`src/rtl/tpc_fifo.sv`:
```
// tpc_fifo: small first-in first-out queue of any packed item type
// register storage, show-ahead read; no package dependency
module tpc_fifo #(
  parameter type T     = logic,
  parameter int  DEPTH = 4
) (
  input  logic                       clk,
  input  logic                       rst,
  input  logic                       wr,
  input  T                           wdata,
  input  logic                       rd,
  output T                           rdata,
  output logic                       empty,
  output logic                       full,
  output logic [$clog2(DEPTH+1)-1:0] count
);

  localparam int PTR_W = $clog2(DEPTH);
  localparam int CNT_W = $clog2(DEPTH+1);

  T                 mem [DEPTH];
  logic [PTR_W-1:0] wr_ptr;
  logic [PTR_W-1:0] rd_ptr;

  assign empty = (count == CNT_W'(0));
  assign full  = (count == CNT_W'(DEPTH));
  assign rdata = mem[rd_ptr];

  // storage
  always_ff @(posedge clk) begin
    if (wr) begin
      mem[wr_ptr] <= wdata;
    end
  end

  // pointers and fill count
  always_ff @(posedge clk) begin
    if (rst) begin
      wr_ptr <= '0;
      rd_ptr <= '0;
      count  <= '0;
    end else begin
      if (wr) begin
        wr_ptr <= (wr_ptr == PTR_W'(DEPTH-1)) ? '0 : wr_ptr + PTR_W'(1);
      end
      if (rd) begin
        rd_ptr <= (rd_ptr == PTR_W'(DEPTH-1)) ? '0 : rd_ptr + PTR_W'(1);
      end
      if (wr && !rd) begin
        count <= count + CNT_W'(1);
      end else if (rd && !wr) begin
        count <= count - CNT_W'(1);
      end
    end
  end

  a_no_overflow: assert property (@(posedge clk) disable iff (rst) wr |-> (!full || rd))
    else $error("fifo written while full");
  a_no_underflow: assert property (@(posedge clk) disable iff (rst) rd |-> !empty)
    else $error("fifo read while empty");
  a_count_range: assert property (@(posedge clk) disable iff (rst)
      count <= CNT_W'(DEPTH))
    else $error("fifo count out of range");
  a_count_step: assert property (@(posedge clk) disable iff (rst)
      (wr && !rd && !full) |=> (count == $past(count) + CNT_W'(1)))
    else $error("fifo count out of step");

endmodule

```
`config.mk`:
```
export PLATFORM = sky130hd
export DESIGN_NAME = tpc_fifo
export DESIGN_NICKNAME = d
export VERILOG_FILES = /design/src/rtl/tpc_fifo.sv
export SDC_FILE = /design/constraint.sdc
export NUM_CORES = 1
export LEC_CHECK = 0
export BUFFER_PORTS_ARGS = -buffer_cell sky130_fd_sc_hd__buf_2
export CAP_MARGIN = 20
export CORE_AREA = 2 2 39 41
export CTS_BUF_LIST = sky130_fd_sc_hd__clkbuf_4 sky130_fd_sc_hd__clkbuf_8 sky130_fd_sc_hd__clkbuf_16
export DETAILED_ROUTE_END_ITERATION = 10
export DIE_AREA = 0 0 41 43
export PLACE_DENSITY = 0.65
export SYNTH_ARGS = -nofsm -noshare
export SYNTH_HDL_FRONTEND = slang
export SYNTH_SLANG_ARGS = --single-unit
```
`constraint.sdc`:
```
create_clock -name clk -period 2.6 [get_ports clk]
set_clock_uncertainty 0.15 [all_clocks]
set_input_delay 0.52 -clock clk [delete_from_list [all_inputs] [get_ports clk]]
set_output_delay 0.52 -clock clk [all_outputs]
set_load 0.01 [all_outputs]
```
Yosys cells after proc, flatten, opt, wreduce, memory -nomap -nowiden
Memories as Yosys holds them, arrays and structs flattened. A register that Yosys moved wholly into a read port is not among the register bits.
Index checks and enable logic that the tools add are counted.
- output and inout bits: 6
- bits in writable memories: 4
- register bits after elaboration: 7
- memories: 1
- equality and inequality tests: 3
- add/sub/neg operators: 4
- mux-type cells: 8
- reduce and logical (&&, ||, !) cells: 6
- memories (name ; depth ; width ; rd ports ; clocked after memory_dff ; wr ports ; line ; RTL):
    mem ; 4 ; 1 ; 1 ; 1 ; 1 ; 21 ; T mem [DEPTH];
- operator list (cell ; number):
    $mux 2 ; 4
    $mux 3 ; 2
    $add 2x1->2 const B ; 2
    $eq 2x2->1 const B ; 2
    $add 3x1->3 const B ; 1
    $eq 3x3->1 const B ; 1
    $logic_not 3->1 ; 1
    $sub 3x1->3 const B ; 1
    $logic_and 1x1->1 ; 2
    $logic_not 1->1 ; 2
    $mux 1 ; 2
    $reduce_bool 2->1 ; 1

Longest topological paths before layout
Gate-level depths: netlist of the first run.
- word-level depth: 4
- depth in mapped cells: 7

Worst setup path before layout of the first run
OpenSTA, ideal clock, no wires.
- kind: input port to flip-flop
- start: input port rd
- end: register count[2]
- stages on the path: 7
- setup slack: 668 ps
- library setup time: 70 ps
- arrival time: 1712 ps
- path through: inv_1 -> ha_1 -> inv_1 -> fa_1 -> xor2_1 -> or3_1 -> a21oi_1
- longest elaborated chain between the ends: 3
- elaborated cells between the ends (all ways): 5
- those cells by class: mux: 1; reduce/logical: 4
- RTL lines (what ; line ; RTL):
    start: declaration ; 11 ; input logic rd,
    $logic_not 1->1 ; 49 ; if (wr && !rd) begin
    $logic_and 1x1->1 ; 49 ;
    $mux 3 / $reduce_bool 2->1 (equally long branches) ; n/a ;
    end signal: assignment ; 50 ; count <= count + CNT_W'(1);
    end signal: assignment ; 52 ; count <= count - CNT_W'(1);
    end: declaration ; 15 ; output logic [$clog2(DEPTH+1)-1:0] count
Several ways; a longest one is shown, not always the timed one.
A chain may end at the register's enable or synchronous reset.

==> results of run 1 <==
-- power groups by stage --
stage	Clock (W)	Combinational [W]	Sequential, W
after floorplan	0	0.0000541	0.000251
after global placement	0	0.0000872	0.000249
after detailed placement	0	0.0000881	0.000250
after CTS	0.000135	0.0000898	0.000245
after global routing	0.000147	0.000102	0.000249
final	0.000129	0.0000879	0.000245
-- worst reg2reg max path: stages, from the launching register on --
cell     delay (ns)
dfxtp_1        0.36
fa_1           0.45
xor2_1         0.16
or3_1          0.30
a21oi_1        0.14
-- how the worst min path moves through the flow --
stage | start | end | slack (ns) | depth (start not counted)
after floorplan | rd_ptr[1]$_SDFFE_PP0P_ | flip-flop | 0.34 | 2
after global placement | count[2]$_SDFFE_PP0P_ | count[2]$_SDFFE_PP0P_ | 0.34 | 2
after detailed placement | count[2]$_SDFFE_PP0P_ | count[2]$_SDFFE_PP0P_ | 0.36 | 2
after CTS | wdata | mem[0]$_DFFE_PP_ | 0.32 | 1
after global routing | wdata | mem[0]$_DFFE_PP_ | 0.31 | 1
final | wdata | mem[0]$_DFFE_PP_ | 0.32 | 1
-- cell families (layout without fill, tap and decap cells) --
group	Yosys count	in the layout	share of synthesized area (%)
buffers and inverters	4	18	2.574
and+or+nand+nor	15	15	13.30
DFF	13	13	51.50
xor gates and xnor gates	2	2	3.005
muxes	5	5	10.73
AOI/OAI and AO/OA	3	3	2.574
adders and majority gates	7	7	16.31
-- per-layer routing --
| metal | wire (um) | vias to the layer above | global-route usage [%] |
|---|---|---|---|
| li1 | - | 194 | - |
| met1 | 338 | 171 | 13.62 |
| met2 | 387 | 3 | 17.50 |
| met3 | 22 | 2 | 3.141 |
| met4 | 9 | 0 | 10.00 |
| met5 | 0 | - | 0 |
-- Yosys cell counts (all sizes together) --
library cell	count	area share [%]
dfxtp	9	31
xor2	2	3.0
ha	6	13
mux2i	4	6.9
mux4	1	3.9
fa	1	3.4
and2	4	4.3
o21ai	1	0.86
nor3	1	0.86
nor3b	2	2.6
nor2	7	4.5
or3	1	1.1
a21oi	2	1.7
inv	4	2.6
edfxtp	4	21
-- layout by cell type (no fill, tap or decap) --
cell and n:
buf_2 10, dfxtp_1 9, nor2_1 7, ha_1 6, inv_1 4, and2_1 4, mux2i_1 4, clkbuf_4 4
edfxtp_1 4, nor3b_1 2, xor2_1 2, a21oi_1 2, mux4_2 1, nor3_1 1, o21ai_0 1, or3_1 1
fa_1 1
-- stage by stage --
stage               area [um^2]  hold slack [ns]
floorplan                 583.1           0.3415
global placement          653.1           0.3425
detailed placement        653.1           0.3563
CTS                       683.2           0.3167
global route              683.2           0.3116
finish                    683.2           0.3203
-- area by class of cell --
| cell class | instances | share of cell area (%) |
|---|---|---|
| tap | 16 | 2.930 |
| multi-input combinational | 32 | 39.19 |
| inverter | 4 | 2.198 |
| timing repair buffer | 10 | 7.326 |
| clock buffer | 4 | 4.396 |
| sequential | 13 | 43.96 |
==> impl_metrics.tcl, run 1 <==
set metrics [dict create \
    cp_num_buf_inv 1 \
    cp.arrival_ns 1.23 \
    nNetsFinal 76 \
    worstSetupEndpointType "output port" \
    post_cts_buffers 0 \
    ff2ff_setup_slack_ns 0.99 \
    cpMaxStageDelayCell "mux4_2" \
    fin_util_pct 49.37 \
    min_period_ns 1.898 \
    drtPass1Iterations 2 \
    areaGrowthSynthToFinish_pct 17.17 \
    max-cap-violations 0 \
    n_antenna_cell 0 \
    clock_latency_ns 0.26 \
    total_power_w 0.0004620 \
    drc_errors 0 \
    cts_tree "yes" \
    r2r-end "count[2]$_SDFFE_PP0P_" \
    start_util_pct 42.13 \
    path_cells "mux4_2 > buf_2" \
    totalWireLength_um 757 \
    cts-resized-gates 0 \
    layout-drive-gt1-share_pct 23.81 \
    status "complete, no violations" \
    crit_cells 2 \
    dieWidth_um 41 \
    crit_start "mem[2]$_DFFE_PP_" \
    cts_hold_buffers 0 \
    p_seq_share_pct 53.0 \
    min_period_over_period_pct 73.01 \
    via_count 370 \
    endpoint "rdata" \
    syn-num-nets 61 \
    path_clk_slew_ns 0.08 \
    cts_buffers 3 \
    grt-ovfl-total 0 \
    globalplace.congestion 0.6890 \
    yosys_warnings 0 \
    htreeDepth 1 \
    p_sw_share_pct 26.03 \
    path_class "flip-flop to output port" \
    grt_pass1_vias 360 \
    worst_path_largest_cell_delay_ns 0.45 \
    multiInputGateArea_um2 267.8 \
    reg2reg_depth 4 \
    pre_cts_ws_ns 0.4582 \
    die-area_mm2 0.001763 \
    cpLargestDelayFamily "multiplexers" \
    rows 14 \
    cts_sinks 13 \
    worst_pin_slew_ns 0.1957 \
    antenna_left 0 \
    drtIter0Drc 4 \
    final.fill_count 129 \
    grt_setup_unrepaired "false" \
    viasPerCell 4.684 \
    die_h_um 43 \
    finalNonFillerCells 79 \
    relSlewSlack_pct 86.93 \
    clockBufferDepth 2 \
    p_int_w 0.0003417 \
    clock-root-buffer "clkbuf_4" \
    grt_pass1_wl_um 1352 \
    synth-seq-cells 13 \
    setup_violations 0 \
    avgSynthCellArea_um2 11.90 \
    core_mm2 0.001384 \
    yosysSeqAreaShare_pct 51.50 \
    syn-cell-area_um2 583.1 \
    io_pins 11 \
    setup_ws_ns 0.7019 \
    rr_startpoint "count[0]$_SDFFE_PP0P_" \
    p_leak_nw 0.3170 \
    vdd_ir_drop_max_uv 332.3 \
    startpoint_type "flip-flop" \
    syn_inst 49 \
    fin_setup_tns_ns 0 \
    io_buffers 10 \
    p_clk_share_pct 28.0 \
    placedCellCount 75 \
    track_usage_pct 11.97 \
    worst_ep_required_time_ns 1.93 \
    hold_viol 0 \
    fmax_mhz 526.8 \
    combPwrFrac_pct 19.0 \
    power_switching_w 0.0001203 \
    synth_cell_type_count 15 \
    wl_per_cell_um 9.582 \
    hp-class "input port to flip-flop" \
    grt_max_degree 8 \
    p_per_area_mw_per_mm2 676.3 \
    slew_violations 0 \
    grt_antenna_before_repair 0 \
    seq_area_um2 300.3 \
    worst-path-max-fanout 1 \
]
Note: power is estimated with default switching activity, not from simulation.
==> run 2, diff against run 1 <==
--- a/config.mk
+++ b/config.mk
@@ -11,7 +11,7 @@
 export CTS_BUF_LIST = sky130_fd_sc_hd__clkbuf_4 sky130_fd_sc_hd__clkbuf_8 sky130_fd_sc_hd__clkbuf_16
 export DETAILED_ROUTE_END_ITERATION = 10
 export DIE_AREA = 0 0 41 43
-export PLACE_DENSITY = 0.65
+export PLACE_DENSITY = 0.68
 export SYNTH_ARGS = -nofsm -noshare
 export SYNTH_HDL_FRONTEND = slang
 export SYNTH_SLANG_ARGS = --single-unit
==> constraint.sdc (replaced) <==
create_clock -name clk -period 1.6 [get_ports clk]
set_clock_uncertainty 0.15 [all_clocks]
set_input_delay 0.32 -clock clk [delete_from_list [all_inputs] [get_ports clk]]
set_output_delay 0.32 -clock clk [all_outputs]
set_load 0.01 [all_outputs]
==> impl_metrics.tcl, run 2 (synthesis gave the netlist of run 1 again) <==
set metrics [dict create \
    max-cap-violations 0 \
    wl_per_cell_um 10.30 \
    start_util_pct 42.13 \
    layout-drive-gt1-share_pct 35.82 \
    dpl_cell_area_um2 700.7 \
    drtIter0Drc 2 \
    worst_pin_slew_ns 0.1973 \
    drc_errors 0 \
    dieWidth_um 41 \
    hold_depth 1 \
    place_hpwl_um 688 \
    hold_viol 0 \
    worst_ep_required_time_ns 1.13 \
    nNetsFinal 80 \
    power_switching_w 0.0002121 \
    grt-ovfl-total 0 \
    fmax_mhz 581.6 \
    drtPass1Iterations 2 \
    met3_usage_pct 4.712 \
    seq_area_um2 300.3 \
    die-area_mm2 0.001763 \
    grt_pass1_wl_um 1449 \
    fin_setup_tns_ns -0.1194 \
    areaGrowthSynthToFinish_pct 27.25 \
    hp-class "input port to flip-flop" \
    clockBufferDepth 2 \
    use_met1_pct 14.53 \
    setup_ws_ns -0.1194 \
    rows 14 \
    final_cell_mix "dfxtp_1 (9), buf_2 (9), nor2_1 (7), ha_1 (5)" \
    post_cts_buffers 0 \
    core_mm2 0.001384 \
    globalplace.congestion 0.7192 \
    final.fill_count 115 \
    grt_setup_unrepaired "true" \
    htreeDepth 1 \
    cts_sinks 13 \
    n_antenna_cell 0 \
    cts_tree "yes" \
    p_leak_nw 0.3396 \
    clock_latency_ns 0.27 \
    p_sw_share_pct 26.94 \
    grt_antenna_before_repair 0 \
    grt_pass1_vias 382 \
    worstSetupEndpointType "output port" \
    p_seq_share_pct 50.3 \
    cts_buffers 3 \
    relSlewSlack_pct 86.83 \
    reg2reg_depth 4 \
    via_count 393 \
    status "finished, violations left" \
    worst-path-max-fanout 1 \
    p_int_w 0.0005751 \
    cts_hold_buffers 0 \
    totalWireLength_um 855 \
    path_class "flip-flop to output port" \
    cp.arrival_ns 1.25 \
    viasPerCell 4.735 \
    startpoint_type "flip-flop" \
    multiInputGateArea_um2 287.8 \
    path_clk_slew_ns 0.08 \
    p_per_area_mw_per_mm2 1061 \
    track_usage_pct 12.74 \
    clock-root-buffer "clkbuf_4" \
    min_period_over_period_pct 107.5 \
    die_h_um 43 \
    violations "negative setup slack" \
    min_period_ns 1.719 \
    slew_violations 0 \
    combPwrFrac_pct 22.2 \
    grt_max_degree 8 \
    vdd_ir_drop_max_uv 410.5 \
    grt.busiest_layer "met2" \
    design_area_um2 742.0 \
    io_pins 11 \
    antenna_left 0 \
    setup_violations 1 \
    use_met2_pct 18.13 \
    io_buffers 10 \
    p_clk_share_pct 27.5 \
]
-- run 2: cell count changes in the layout (fill, tap and decap cells not counted), sizes merged --
cell and delta:
buf +4
-- run 2: cell type report --
cell class / count / share of cell area, %
sequential: 13 / 40.47
multi-input combinational: 32 / 38.79
timing repair buffer: 14 / 11.64
clock buffer: 4 / 4.047
tap: 16 / 2.698
inverter: 4 / 2.361
-- run 2: per-layer routing --
layer	wire length, um	share of wire (%)
met2	422	49
met1	394	46
met5	0	0
met4	20	2.3
met3	17	2.0
-- run 2: worst paths after layout --
path / from / to / slack (ns)
max: mem[0]$_DFFE_PP_ / rdata / -0.12
min: wdata / mem[0]$_DFFE_PP_ / 0.11
min reg2reg: count[2]$_SDFFE_PP0P_ / count[2]$_SDFFE_PP0P_ / 0.38
max reg2reg: count[0]$_SDFFE_PP0P_ / count[2]$_SDFFE_PP0P_ / 0.06
-- run 2: timing repair --
action,4_1_cts,5_1_grt
cloned,0,0
resized for setup,0,2
pin swaps,0,0
setup endpoints to repair,1,3
-- run 2: power groups by stage --
stage | clock [W] | sequential, W | combinational [W]
2_1_floorplan | 0 | 0.000409 | 0.0000938
3_3_place_gp | 0 | 0.000402 | 0.000165
3_5_place_dp | 0 | 0.000403 | 0.000170
4_1_cts | 0.000219 | 0.000396 | 0.000169
5_1_grt | 0.000236 | 0.000401 | 0.000192
6_report | 0.000217 | 0.000396 | 0.000175
-- run 2: stage by stage --
step	cells	hold slack (ns)	util (%)	setup WS, ns	power [W]
after global placement	79	0.3512	50.63	-0.2099	0.0005670
after CTS	83	0.1112	52.80	-0.1311	0.0007839
final	83	0.1129	53.62	-0.1194	0.0007872
after detailed placement	79	0.3691	50.63	-0.2319	0.0005734
after floorplan	49	0.2391	-	-0.04589	0.0005024
after global routing	83	0.1036	53.62	-0.1628	0.0008292
-- run 2: worst max-delay path: stages, from the launching register on --
cell and delay, ns:
edfxtp_1 0.38, mux4_2 0.47, buf_6 0.14
